<file path="config.mk">
export PLATFORM = sky130hd
export DESIGN_NAME = ray_pixel_tone_mapper_core
export DESIGN_NICKNAME = d
export VERILOG_FILES = /design/src/hw/rtl/rptm_pkg.sv /design/src/hw/rtl/rptm_div.sv /design/src/hw/rtl/rptm_gamma.sv /design/src/hw/rtl/ray_pixel_tone_mapper_core.sv
export SDC_FILE = /design/constraint.sdc
export NUM_CORES = 2
export LEC_CHECK = 0
export BUFFER_PORTS_ARGS = -buffer_cell sky130_fd_sc_hd__buf_2
export CORE_UTILIZATION = 60
export DETAILED_ROUTE_END_ITERATION = 10
export PLACE_DENSITY = 0.88
export SYNTH_ARGS = -nofsm -noshare
export SYNTH_HDL_FRONTEND = slang
export SYNTH_SLANG_ARGS = --single-unit
export TNS_END_PERCENT = 10
</file>
<file path="constraint.sdc">
create_clock -name clk -period 90.6 [get_ports clk]
set_input_delay 9.06 -clock clk [delete_from_list [all_inputs] [get_ports clk]]
set_output_delay 9.06 -clock clk [all_outputs]
set_load 0.01 [all_outputs]
</file>
<file path="src/hw/rtl/rptm_pkg.sv">
// shared types, class colors and gamma threshold generation for the ray pixel tone mapper
package rptm_pkg;

  typedef enum logic [2:0] {
    CLS_CAPTURED    = 3'd0,
    CLS_ESCAPED     = 3'd1,
    CLS_DISK_HIT    = 3'd2,
    CLS_UNCONVERGED = 3'd3,
    CLS_CONSTRAINT  = 3'd4,
    CLS_INIT_ERROR  = 3'd5,
    CLS_TRANSFER    = 3'd6,
    CLS_UNKNOWN     = 3'd7
  } rptm_class_t;

  typedef struct packed {
    logic        valid;
    rptm_class_t ray_class;
  } rptm_tag_t;

  typedef struct packed {
    logic [7:0] blue;
    logic [7:0] green;
    logic [7:0] red;
  } rptm_rgb_t;

  localparam int          INTENSITY_W   = 32;
  localparam int          EXPOSURE_W    = 24;
  localparam int          FRAC_W        = 16;
  localparam int          DEN_W         = INTENSITY_W + 1;
  localparam logic [23:0] EXPOSURE_INIT = 24'h010000;

  function automatic rptm_rgb_t class_color(input rptm_class_t cls);
    rptm_rgb_t c;
    case (cls)
      CLS_CAPTURED:    c = '{blue: 8'd0,   green: 8'd0,   red: 8'd0};
      CLS_ESCAPED:     c = '{blue: 8'd235, green: 8'd235, red: 8'd235};
      CLS_DISK_HIT:    c = '{blue: 8'd255, green: 8'd200, red: 8'd0};
      CLS_UNCONVERGED: c = '{blue: 8'd255, green: 8'd0,   red: 8'd255};
      CLS_CONSTRAINT:  c = '{blue: 8'd0,   green: 8'd64,  red: 8'd255};
      CLS_INIT_ERROR:  c = '{blue: 8'd0,   green: 8'd255, red: 8'd255};
      CLS_TRANSFER:    c = '{blue: 8'd0,   green: 8'd0,   red: 8'd255};
      CLS_UNKNOWN:     c = '{blue: 8'd0,   green: 8'd255, red: 8'd255};
      default:         c = '{blue: 8'd0,   green: 8'd255, red: 8'd255};
    endcase
    return c;
  endfunction

  // smallest mapped index whose srgb code reaches k (elaboration only)
  function automatic logic [16:0] gamma_thresh(input int tone_bits, input int k);
    logic [299:0] scale;
    logic [299:0] lhs;
    logic [299:0] rhs;
    longint       lin_cnt;
    longint       lo;
    longint       hi;
    longint       mid;
    longint       i;
    int           p;
    logic         found;
    logic [16:0]  res;
    res     = '0;
    found   = 1'b0;
    lin_cnt = 0;
    while ((lin_cnt * 64'sd10000000) <= (longint'(31308) << tone_bits)) begin
      lin_cnt++;
    end
    if (k == 0) begin
      found = 1'b1;
    end
    // linear segment near black
    for (i = 0; i < lin_cnt; i++) begin
      if (!found && ((64'sd65892 * i) >= (longint'(20 * k - 10) << tone_bits))) begin
        found = 1'b1;
        res   = 17'(i);
      end
    end
    // power segment, exact integer compare
    if (!found) begin
      scale = 300'd1;
      rhs   = 300'd1;
      for (p = 0; p < 12; p++) begin
        scale = scale * 300'd53805;
        rhs   = rhs * 300'(200 * k + 2705);
      end
      rhs = rhs << (5 * tone_bits);
      lo  = lin_cnt;
      hi  = (longint'(1) << tone_bits) + 1;
      while (lo < hi) begin
        mid = (lo + hi) >> 1;
        lhs = scale;
        for (p = 0; p < 5; p++) begin
          lhs = lhs * 300'(mid);
        end
        if (lhs >= rhs) begin
          hi = mid;
        end else begin
          lo = mid + 1;
        end
      end
      res = 17'(lo);
    end
    return res;
  endfunction

endpackage

</file>
<file path="src/hw/rtl/rptm_div.sv">
// pipelined restoring divider, one quotient bit per stage, for the tone map ratio
module rptm_div import rptm_pkg::*; #(
  parameter int TONE_BITS = 12
) (
  input  logic                       clk,
  input  logic                       rst,
  input  logic                       en,
  input  rptm_tag_t                  tag_in,
  input  logic                       inf_in,
  input  logic [DEN_W+TONE_BITS-1:0] num_in,
  input  logic [DEN_W-1:0]           den_in,
  output rptm_tag_t                  tag_out,
  output logic [TONE_BITS:0]         quo_out
);

  localparam int NS = TONE_BITS + 1;
  localparam int NW = DEN_W + TONE_BITS;

  rptm_tag_t          tag [NS];
  logic               inf [NS];
  logic [TONE_BITS:0] quo [NS];
  logic [NW-1:0]      rem [NS-1];
  logic [DEN_W-1:0]   den [NS-1];

  for (genvar s = 0; s < NS; s++) begin : g_stage
    rptm_tag_t          t_in;
    logic               i_in;
    logic [NW-1:0]      r_in;
    logic [DEN_W-1:0]   d_in;
    logic [TONE_BITS:0] q_in;
    logic [TONE_BITS:0] q_next;
    logic [NW-1:0]      d_sh;
    logic               ge;

    if (s == 0) begin : g_first
      assign t_in = tag_in;
      assign i_in = inf_in;
      assign r_in = num_in;
      assign d_in = den_in;
      assign q_in = '0;
    end else begin : g_rest
      assign t_in = tag[s-1];
      assign i_in = inf[s-1];
      assign r_in = rem[s-1];
      assign d_in = den[s-1];
      assign q_in = quo[s-1];
    end

    assign d_sh = NW'(d_in) << (TONE_BITS - s);
    assign ge   = r_in >= d_sh;

    always_comb begin
      q_next                = q_in;
      q_next[TONE_BITS - s] = ge;
    end

    always_ff @(posedge clk) begin
      if (rst) begin
        tag[s] <= '0;
      end else if (en) begin
        tag[s] <= t_in;
      end
    end

    always_ff @(posedge clk) begin
      if (en) begin
        inf[s] <= i_in;
        quo[s] <= q_next;
      end
    end

    if (s < NS - 1) begin : g_carry
      always_ff @(posedge clk) begin
        if (en) begin
          rem[s] <= ge ? (r_in - d_sh) : r_in;
          den[s] <= d_in;
        end
      end
    end
  end

  assign tag_out = tag[NS-1];
  assign quo_out = inf[NS-1] ? ((TONE_BITS + 1)'(1) << TONE_BITS) : quo[NS-1];

endmodule

</file>
<file path="src/hw/rtl/rptm_gamma.sv">
// pipelined search of the srgb code thresholds, one code bit per stage
module rptm_gamma import rptm_pkg::*; #(
  parameter int TONE_BITS = 12
) (
  input  logic               clk,
  input  logic               rst,
  input  logic               en,
  input  rptm_tag_t          tag_in,
  input  logic [TONE_BITS:0] idx_in,
  output rptm_tag_t          tag_out,
  output logic [7:0]         grey_out
);

  localparam int NS = 8;
  localparam int TW = TONE_BITS + 2;

  logic [TW-1:0]      thr [256];
  rptm_tag_t          tag [NS];
  logic [7:0]         acc [NS];
  logic [TONE_BITS:0] idx [NS-1];

  for (genvar k = 0; k < 256; k++) begin : g_thr
    localparam logic [16:0] THR_K = gamma_thresh(TONE_BITS, k);
    assign thr[k] = TW'(THR_K);
  end

  for (genvar s = 0; s < NS; s++) begin : g_stage
    rptm_tag_t          t_in;
    logic [TONE_BITS:0] x_in;
    logic [7:0]         a_in;
    logic [7:0]         cand;
    logic               take;

    if (s == 0) begin : g_first
      assign t_in = tag_in;
      assign x_in = idx_in;
      assign a_in = '0;
    end else begin : g_rest
      assign t_in = tag[s-1];
      assign x_in = idx[s-1];
      assign a_in = acc[s-1];
    end

    assign cand = a_in | (8'd1 << (NS - 1 - s));
    assign take = thr[cand] <= TW'(x_in);

    always_ff @(posedge clk) begin
      if (rst) begin
        tag[s] <= '0;
      end else if (en) begin
        tag[s] <= t_in;
      end
    end

    always_ff @(posedge clk) begin
      if (en) begin
        acc[s] <= take ? cand : a_in;
      end
    end

    if (s < NS - 1) begin : g_carry
      always_ff @(posedge clk) begin
        if (en) begin
          idx[s] <= x_in;
        end
      end
    end
  end

  assign tag_out  = tag[NS-1];
  assign grey_out = acc[NS-1];

endmodule

</file>
<file path="src/hw/rtl/ray_pixel_tone_mapper_core.sv">
// ray pixel tone mapper: exposure, reinhard tone map, srgb gamma and class colors
// exposure multiply, saturate, ratio operands, divider, gamma search, output register
// throughput: one item per cycle; the whole pipeline holds while the output item waits
// the divider takes TONE_BITS + 1 stages, the gamma search 8 stages
// reset: synchronous, clears all valid bits and sets exposure to 1.0; no clearing pass
module ray_pixel_tone_mapper_core import rptm_pkg::*; #(
  parameter int TONE_BITS = 12
) (
  input  logic                  clk,
  input  logic                  rst,
  input  logic                  cfg_wr_en,
  input  logic [EXPOSURE_W-1:0] cfg_wr_data,   // exposure
  input  logic                  s_axis_tvalid,
  output logic                  s_axis_tready,
  input  logic [31:0]           s_axis_tdata,  // intensity
  input  logic [2:0]            s_axis_tuser,  // ray_class
  output logic                  m_axis_tvalid,
  input  logic                  m_axis_tready,
  output logic [47:0]           m_axis_tdata   // beauty_red, beauty_green, beauty_blue,
                                               // class_red, class_green, class_blue
);

  localparam int NW = DEN_W + TONE_BITS;
  localparam int PW = INTENSITY_W + EXPOSURE_W;

  logic [EXPOSURE_W-1:0] exposure;
  logic                  en;

  rptm_tag_t             tag0;
  logic                  inf0;
  logic [PW-1:0]         prod0;
  rptm_tag_t             tag1;
  logic                  inf1;
  logic [31:0]           lin1;
  rptm_tag_t             tag2;
  logic                  inf2;
  logic [NW-1:0]         num2;
  logic [DEN_W-1:0]      den2;
  rptm_tag_t             div_tag;
  logic [TONE_BITS:0]    div_quo;
  rptm_tag_t             gam_tag;
  logic [7:0]            gam_grey;
  logic                  out_valid;
  rptm_rgb_t             out_beauty;
  rptm_rgb_t             out_class;
  rptm_rgb_t             cls_rgb;
  logic [PW-FRAC_W-1:0]  lin_wide;

  assign en            = !out_valid || m_axis_tready;
  assign s_axis_tready = en;

  always_ff @(posedge clk) begin
    if (rst) begin
      exposure <= EXPOSURE_INIT;
    end else if (cfg_wr_en) begin
      exposure <= cfg_wr_data;
    end
  end

  // exposure multiply
  always_ff @(posedge clk) begin
    if (rst) begin
      tag0 <= '0;
    end else if (en) begin
      tag0.valid     <= s_axis_tvalid;
      tag0.ray_class <= rptm_class_t'(s_axis_tuser);
    end
  end

  always_ff @(posedge clk) begin
    if (en) begin
      inf0  <= (&s_axis_tdata) && (exposure != '0);
      prod0 <= PW'(s_axis_tdata) * PW'(exposure);
    end
  end

  // drop fraction and saturate
  assign lin_wide = prod0[PW-1:FRAC_W];

  always_ff @(posedge clk) begin
    if (rst) begin
      tag1 <= '0;
    end else if (en) begin
      tag1 <= tag0;
    end
  end

  always_ff @(posedge clk) begin
    if (en) begin
      inf1 <= inf0;
      lin1 <= (|lin_wide[PW-FRAC_W-1:32]) ? '1 : lin_wide[31:0];
    end
  end

  // rounded ratio operands
  always_ff @(posedge clk) begin
    if (rst) begin
      tag2 <= '0;
    end else if (en) begin
      tag2 <= tag1;
    end
  end

  always_ff @(posedge clk) begin
    if (en) begin
      inf2 <= inf1;
      den2 <= DEN_W'(lin1) + DEN_W'(65536);
      num2 <= (NW'(lin1) << TONE_BITS) + NW'(lin1 >> 1) + NW'(32768);
    end
  end

  rptm_div #(
    .TONE_BITS (TONE_BITS)
  ) u_div (
    .clk     (clk),
    .rst     (rst),
    .en      (en),
    .tag_in  (tag2),
    .inf_in  (inf2),
    .num_in  (num2),
    .den_in  (den2),
    .tag_out (div_tag),
    .quo_out (div_quo)
  );

  rptm_gamma #(
    .TONE_BITS (TONE_BITS)
  ) u_gamma (
    .clk      (clk),
    .rst      (rst),
    .en       (en),
    .tag_in   (div_tag),
    .idx_in   (div_quo),
    .tag_out  (gam_tag),
    .grey_out (gam_grey)
  );

  // output register
  assign cls_rgb = class_color(gam_tag.ray_class);

  always_ff @(posedge clk) begin
    if (rst) begin
      out_valid <= 1'b0;
    end else if (en) begin
      out_valid <= gam_tag.valid;
    end
  end

  always_ff @(posedge clk) begin
    if (en) begin
      out_class <= cls_rgb;
      if (gam_tag.ray_class inside {[CLS_UNCONVERGED:CLS_UNKNOWN]}) begin
        out_beauty <= cls_rgb;
      end else begin
        out_beauty <= '{blue: gam_grey, green: gam_grey, red: gam_grey};
      end
    end
  end

  assign m_axis_tvalid = out_valid;
  assign m_axis_tdata  = {out_class.blue, out_class.green, out_class.red,
                          out_beauty.blue, out_beauty.green, out_beauty.red};

endmodule
</file>
# Word level (Yosys, flattened, before mapping)
# Memory sizes are Yosys's and may differ from the RTL's.
# Index checks and enable logic that the tools add are counted.
# W data, S select, Z words.
dict set report classes {
  n_addsub 15
  mul 1
  order_cmp 30
  muxes 63
  n_bitwise 28
  reduce_logical 7
}
# operator count
set op_table {}
lappend op_table {{$mux W45} 12}
lappend op_table {{$mux W14} 14}
lappend op_table {{$le A14 B13 Y1} 7}
lappend op_table {{$mux W4} 22}
lappend op_table {{$ge A9 B9 Y1 const B} 7}
lappend op_table {{$not A8 Y9} 7}
lappend op_table {{$mul A32 B24 Y56} 1}
lappend op_table {{$add A44 B31 Y45} 1}
lappend op_table {{$add A45 B16 Y45 const B} 1}
lappend op_table {{$ge A45 B33 Y1} 1}
lappend op_table {{$ge A45 B34 Y1} 1}
lappend op_table {{$ge A45 B35 Y1} 1}
lappend op_table {{$ge A45 B36 Y1} 1}
lappend op_table {{$ge A45 B37 Y1} 1}
lappend op_table {{$ge A45 B38 Y1} 1}
lappend op_table {{$ge A45 B39 Y1} 1}
lappend op_table {{$ge A45 B40 Y1} 1}
lappend op_table {{$ge A45 B41 Y1} 1}
lappend op_table {{$ge A45 B42 Y1} 1}
lappend op_table {{$ge A45 B43 Y1} 1}
lappend op_table {{$ge A45 B44 Y1} 1}
lappend op_table {{$ge A45 B45 Y1} 1}
lappend op_table {{$sub A45 B34 Y45} 1}
lappend op_table {{$sub A45 B35 Y45} 1}
lappend op_table {{30 further kinds} 57}
dict set report totals {
  register_bits 254
  ramBits 1357
  romBits 25280
  output_inout_bits 50
  n_memories 16
}
# memory words word_bits read_ports rd_clocked_by_memory_dff write_ports line
set memory_table {}
lappend memory_table {{(name not given)} 256 14 1 0 0 rptm_gamma.sv:45} ;# assign take = thr[cand] <= TW'(x_in);
lappend memory_table {{(name not given)} 256 14 1 0 0 rptm_gamma.sv:45}
lappend memory_table {{(name not given)} 256 14 1 0 0 rptm_gamma.sv:45}
lappend memory_table {{(name not given)} 256 14 1 0 0 rptm_gamma.sv:45}
lappend memory_table {{(name not given)} 256 14 1 0 0 rptm_gamma.sv:45}
lappend memory_table {{(name not given)} 256 14 1 0 0 rptm_gamma.sv:45}
lappend memory_table {{10 more memories} -- -- -- -- -- --}

# Logic depth before layout (Yosys ltp)
# An unclocked memory read counts as a cell.
dict set report logic_depth {
  depth_word 7
  depth_mapped 27
  depth_no_buf 26
}

# Hierarchy
# From an unflattened synthesis, not the netlist that was laid out.
dict set report hier_totals {
  cells_unflattened 10181
  hier_area_um2 106040.5
}
# module n_inst cells_each area_per_inst_um2 seq_area_each_um2
set modules_own_cells {}
lappend modules_own_cells {rptm_div 1 5654 61899.4 32791.4}
lappend modules_own_cells {ray_pixel_tone_mapper_core 1 3393 33021.7 5935.7}
lappend modules_own_cells {rptm_gamma 1 1134 11119.4 4774.6}

# Worst setup path after synthesis
# OpenSTA, ideal clock, no wires.
dict set report synth_path {
  path_kind {input port to output port}
  startpoint {input port m_axis_tready}
  endpoint {output port s_axis_tready}
  arrival_ns 43.565
  setup_slack_ns 37.975
  cell_stages 4
  n_path_buf 2
  path_cell_list {nor2b_1 clkbuf_1 inv_1 clkbuf_1}
}
dict set report synth_via {
  elab_chain_len 1
}
# item line
set synth_rtl {}
lappend synth_rtl {{from (decl)} ray_pixel_tone_mapper_core.sv:18} ;# input logic m_axis_tready,
lappend synth_rtl {{$logic_or A1 B1 Y1} ray_pixel_tone_mapper_core.sv:49} ;# assign en = !out_valid || m_axis_tready;
lappend synth_rtl {{to (decl)} ray_pixel_tone_mapper_core.sv:14} ;# output logic s_axis_tready,
# Every way passes these cells.

# Final worst setup path
# Ends and elaborated chain as after synthesis.

==> metrics.yaml <==
final_util_pct: 64.7
clock_sinks: 1383
drc_errors: 0
stdcell_count: 11843
cts_tree: "done"
cts_htree_levels: 4
synthesis.area_mm2: 0.101
drive_above_1_share_pct: 6.05
nets: 11021
crit_top_cell: "buf_2"
dpl_cell_area_mm2: 0.103
hp-class: "reg2reg"
grt_use_total_pct: 28.6
cts_buffers: 145
hold_viol_final: 0
synth_cells: 9584
place.gp.congestion: 0.958
layout_min_cycle_time_ns: 19.72
drt_wl_total_um: 242000
synth.net_count: 11079
min_from: "u_div.quo[1][35]$_DFFE_PP_"
grt_max_degree: 206
setup_violations: 0
synth_top_area_share_pct: 40.0
critPathLaunch: "m_axis_tready"
cts_max_path_buffers: 3
dp_hpwl_um: 177000
synth_cell_type_count: 112
max_freq_mhz: 50.7
path_cells: "buf_2 > nor2b_2 > inv_8 > buf_2"
io_pins: 114
yosysSeqAreaShare_pct: 40.7
grt_pass1_vias: 73062
required_ns: 81.54
tns_ns: 0
drtIter0Drc: 6539
die_w_um: 412
ys.flop_type: "edfxtp_1"
critPathKind: "in2out"
tightest_slew_ns: 1.28
dr.pass1.iters: 8
crit-reg2reg-launch: "exposure[2]$_SDFFE_PP0P_"
setup_ws_ns: 70.88
postRouteAntennaNets: 0
area_growth_pct: 7.05
wire_per_inst_um: 20.4
start_util_pct: 60.5
cts_hold_buffers: 0
die_h_um: 412
power.total_mw: 4.20
finClkSkew_ns: 0.0416
synthArstFlopShare_pct: 0
cts.repair.resized: 0
synth_area_leaders: "edfxtp_1, fa_1, ha_1"
synth_top_cell_by_area: "edfxtp_1"
yosysWarnings: 0
grt_pass1_wl_um: 384000
final_area_mm2: 0.108
cp_slowest_cell: "nor2b_2"
io_buffers: 113
synth-seq-cells: 1383
arrival_ns: 10.66
maxCapViolations: 0
crit_fanout: 80
cts_setup_buffers: 0
ir_drop_mv: 0.0528
cts-root-buf: "clkbuf_16"
grt_overflow_total: 0
slew_violations: 0
powerDensity_mw_per_mm2: 38.8
slowest_delay_ns: 0.68
nFillCells: 12268
num_vias: 71864
avgSynthCellArea_um2: 10.5
dp_cells: 11583
cp-start-kind: "input pin"
coreArea_mm2: 0.167
endpoint_kind: "output port"
rows: 150
outcome: "completed"
fp.dieArea_mm2: 0.170
leakage_nw: 45.7
post-route-period-util_pct: 21.8
timing.hold.ws_ns: 0.401
cts.clk_slew.worst_paths_ns: 0.06
rsz0062_at_grt: "false"
synth_edf_count: 1346
relSlewSlack_pct: 14.4
antenna_found_initial: 1
vias_per_cell: 6.07
dp_slack_ns: 70.92
clk-insertion-delay-late_ns: 0.81
## registers in the layout, indices dropped and copies added, names as in the netlist, 4 cells and up
name / flops
u_div.tag: 52
exposure: 24
u_gamma.tag: 32
tag1: 4
den2: 21
tag2: 4
u_gamma.idx: 91
m_axis_tdata: 32
u_div.inf: 13
lin1: 32
prod0: 40
u_gamma.acc: 36
num2: 45
u_div.rem: 540
u_div.quo: 91
u_div.den: 318
tag0: 4
## power breakdown
group | switching (mW) | total [mW] | internal [mW]
combinational | 1.38 | 2.35 | 0.968
sequential | 0.170 | 1.25 | 1.08
clock | 0.258 | 0.604 | 0.346
## layer usage
layer  global-route usage, %  vias up  routed length (µm)
met5                       0        -                   0
met4                    17.0        0               15700
met3                    4.90      938               17100
met2                    49.0     3235              119000
met1                    33.6    34640               90000
li1                        -    33051                   -
## cell type report
cell class | instances | area (µm²) | share of cell area (%)
diodes | 1 | 2.50 | 0.00231
inverters | 1120 | 4210 | 3.89
well taps | 2204 | 2760 | 2.55
clock inverters | 87 | 1060 | 0.983
multi-input cells | 6705 | 54200 | 50.1
repair buffers | 171 | 1040 | 0.960
clock buffers | 172 | 3750 | 3.47
flip-flops and latches | 1383 | 41200 | 38.0
## cells in the final DEF, fill, tap and decap left out, types with 53 or more instances in the layout
cell type	instances
o21a_1	77
buf_2	113
fa_1	670
a31oi_1	63
xor2_1	203
nand2b_1	91
buf_4	55
mux2_2	56
a21oi_1	598
nand3_1	129
inv_1	1110
clkbuf_16	146
nor3_1	103
nand4_1	114
and3_1	53
nand2_1	981
ha_1	761
nor2_1	447
xnor2_1	283
o21bai_1	59
nor2b_1	102
and2_1	480
edfxtp_1	1346
a21o_1	270
o21ai_0	488
## logic make-up after synthesis
kind of cell | share of synthesized area [%]
compound gates | 12.1
xor+xnor | 4.21
fa+ha+maj | 22.7
buf+inv | 5.72
flops | 40.7
mux | 1.27
simple gates | 13.3
## path summary, 6_finish.rpt
kind | cells past startpoint | endpoint | slack, ns
setup reg to reg | 25 | prod0[50]$_DFFE_PP_ | 82.19
hold reg to reg | 0 | u_div.quo[1][48]$_DFFE_PP_ | 0.40
hold / removal | 0 | u_div.quo[1][48]$_DFFE_PP_ | 0.40
setup / recovery | 4 | s_axis_tready | 70.88
## synth_stat cells, types with 50 or more instances
cell type	instances
nor2_1	448
nand4_1	114
a21o_1	270
clkbuf_1	304
nand3_1	129
nor3_1	103
and3_1	53
xnor2_1	283
a31oi_1	65
ha_1	761
or2_2	51
o21ai_0	488
nand2_1	981
edfxtp_1	1346
xor2_1	203
fa_1	670
inv_1	1111
a21oi_1	600
o31ai_1	50
mux2_2	56
o21a_1	77
nand2b_1	92
o21bai_1	59
nor2b_1	103
and2_1	480
## critical path, delay by kind of cell
family / cells / cell delay [ns]
buffers and inverters: 3 / 0.82
and+or+nand+nor: 1 / 0.68
Note: power is estimated with default switching activity, not from simulation.
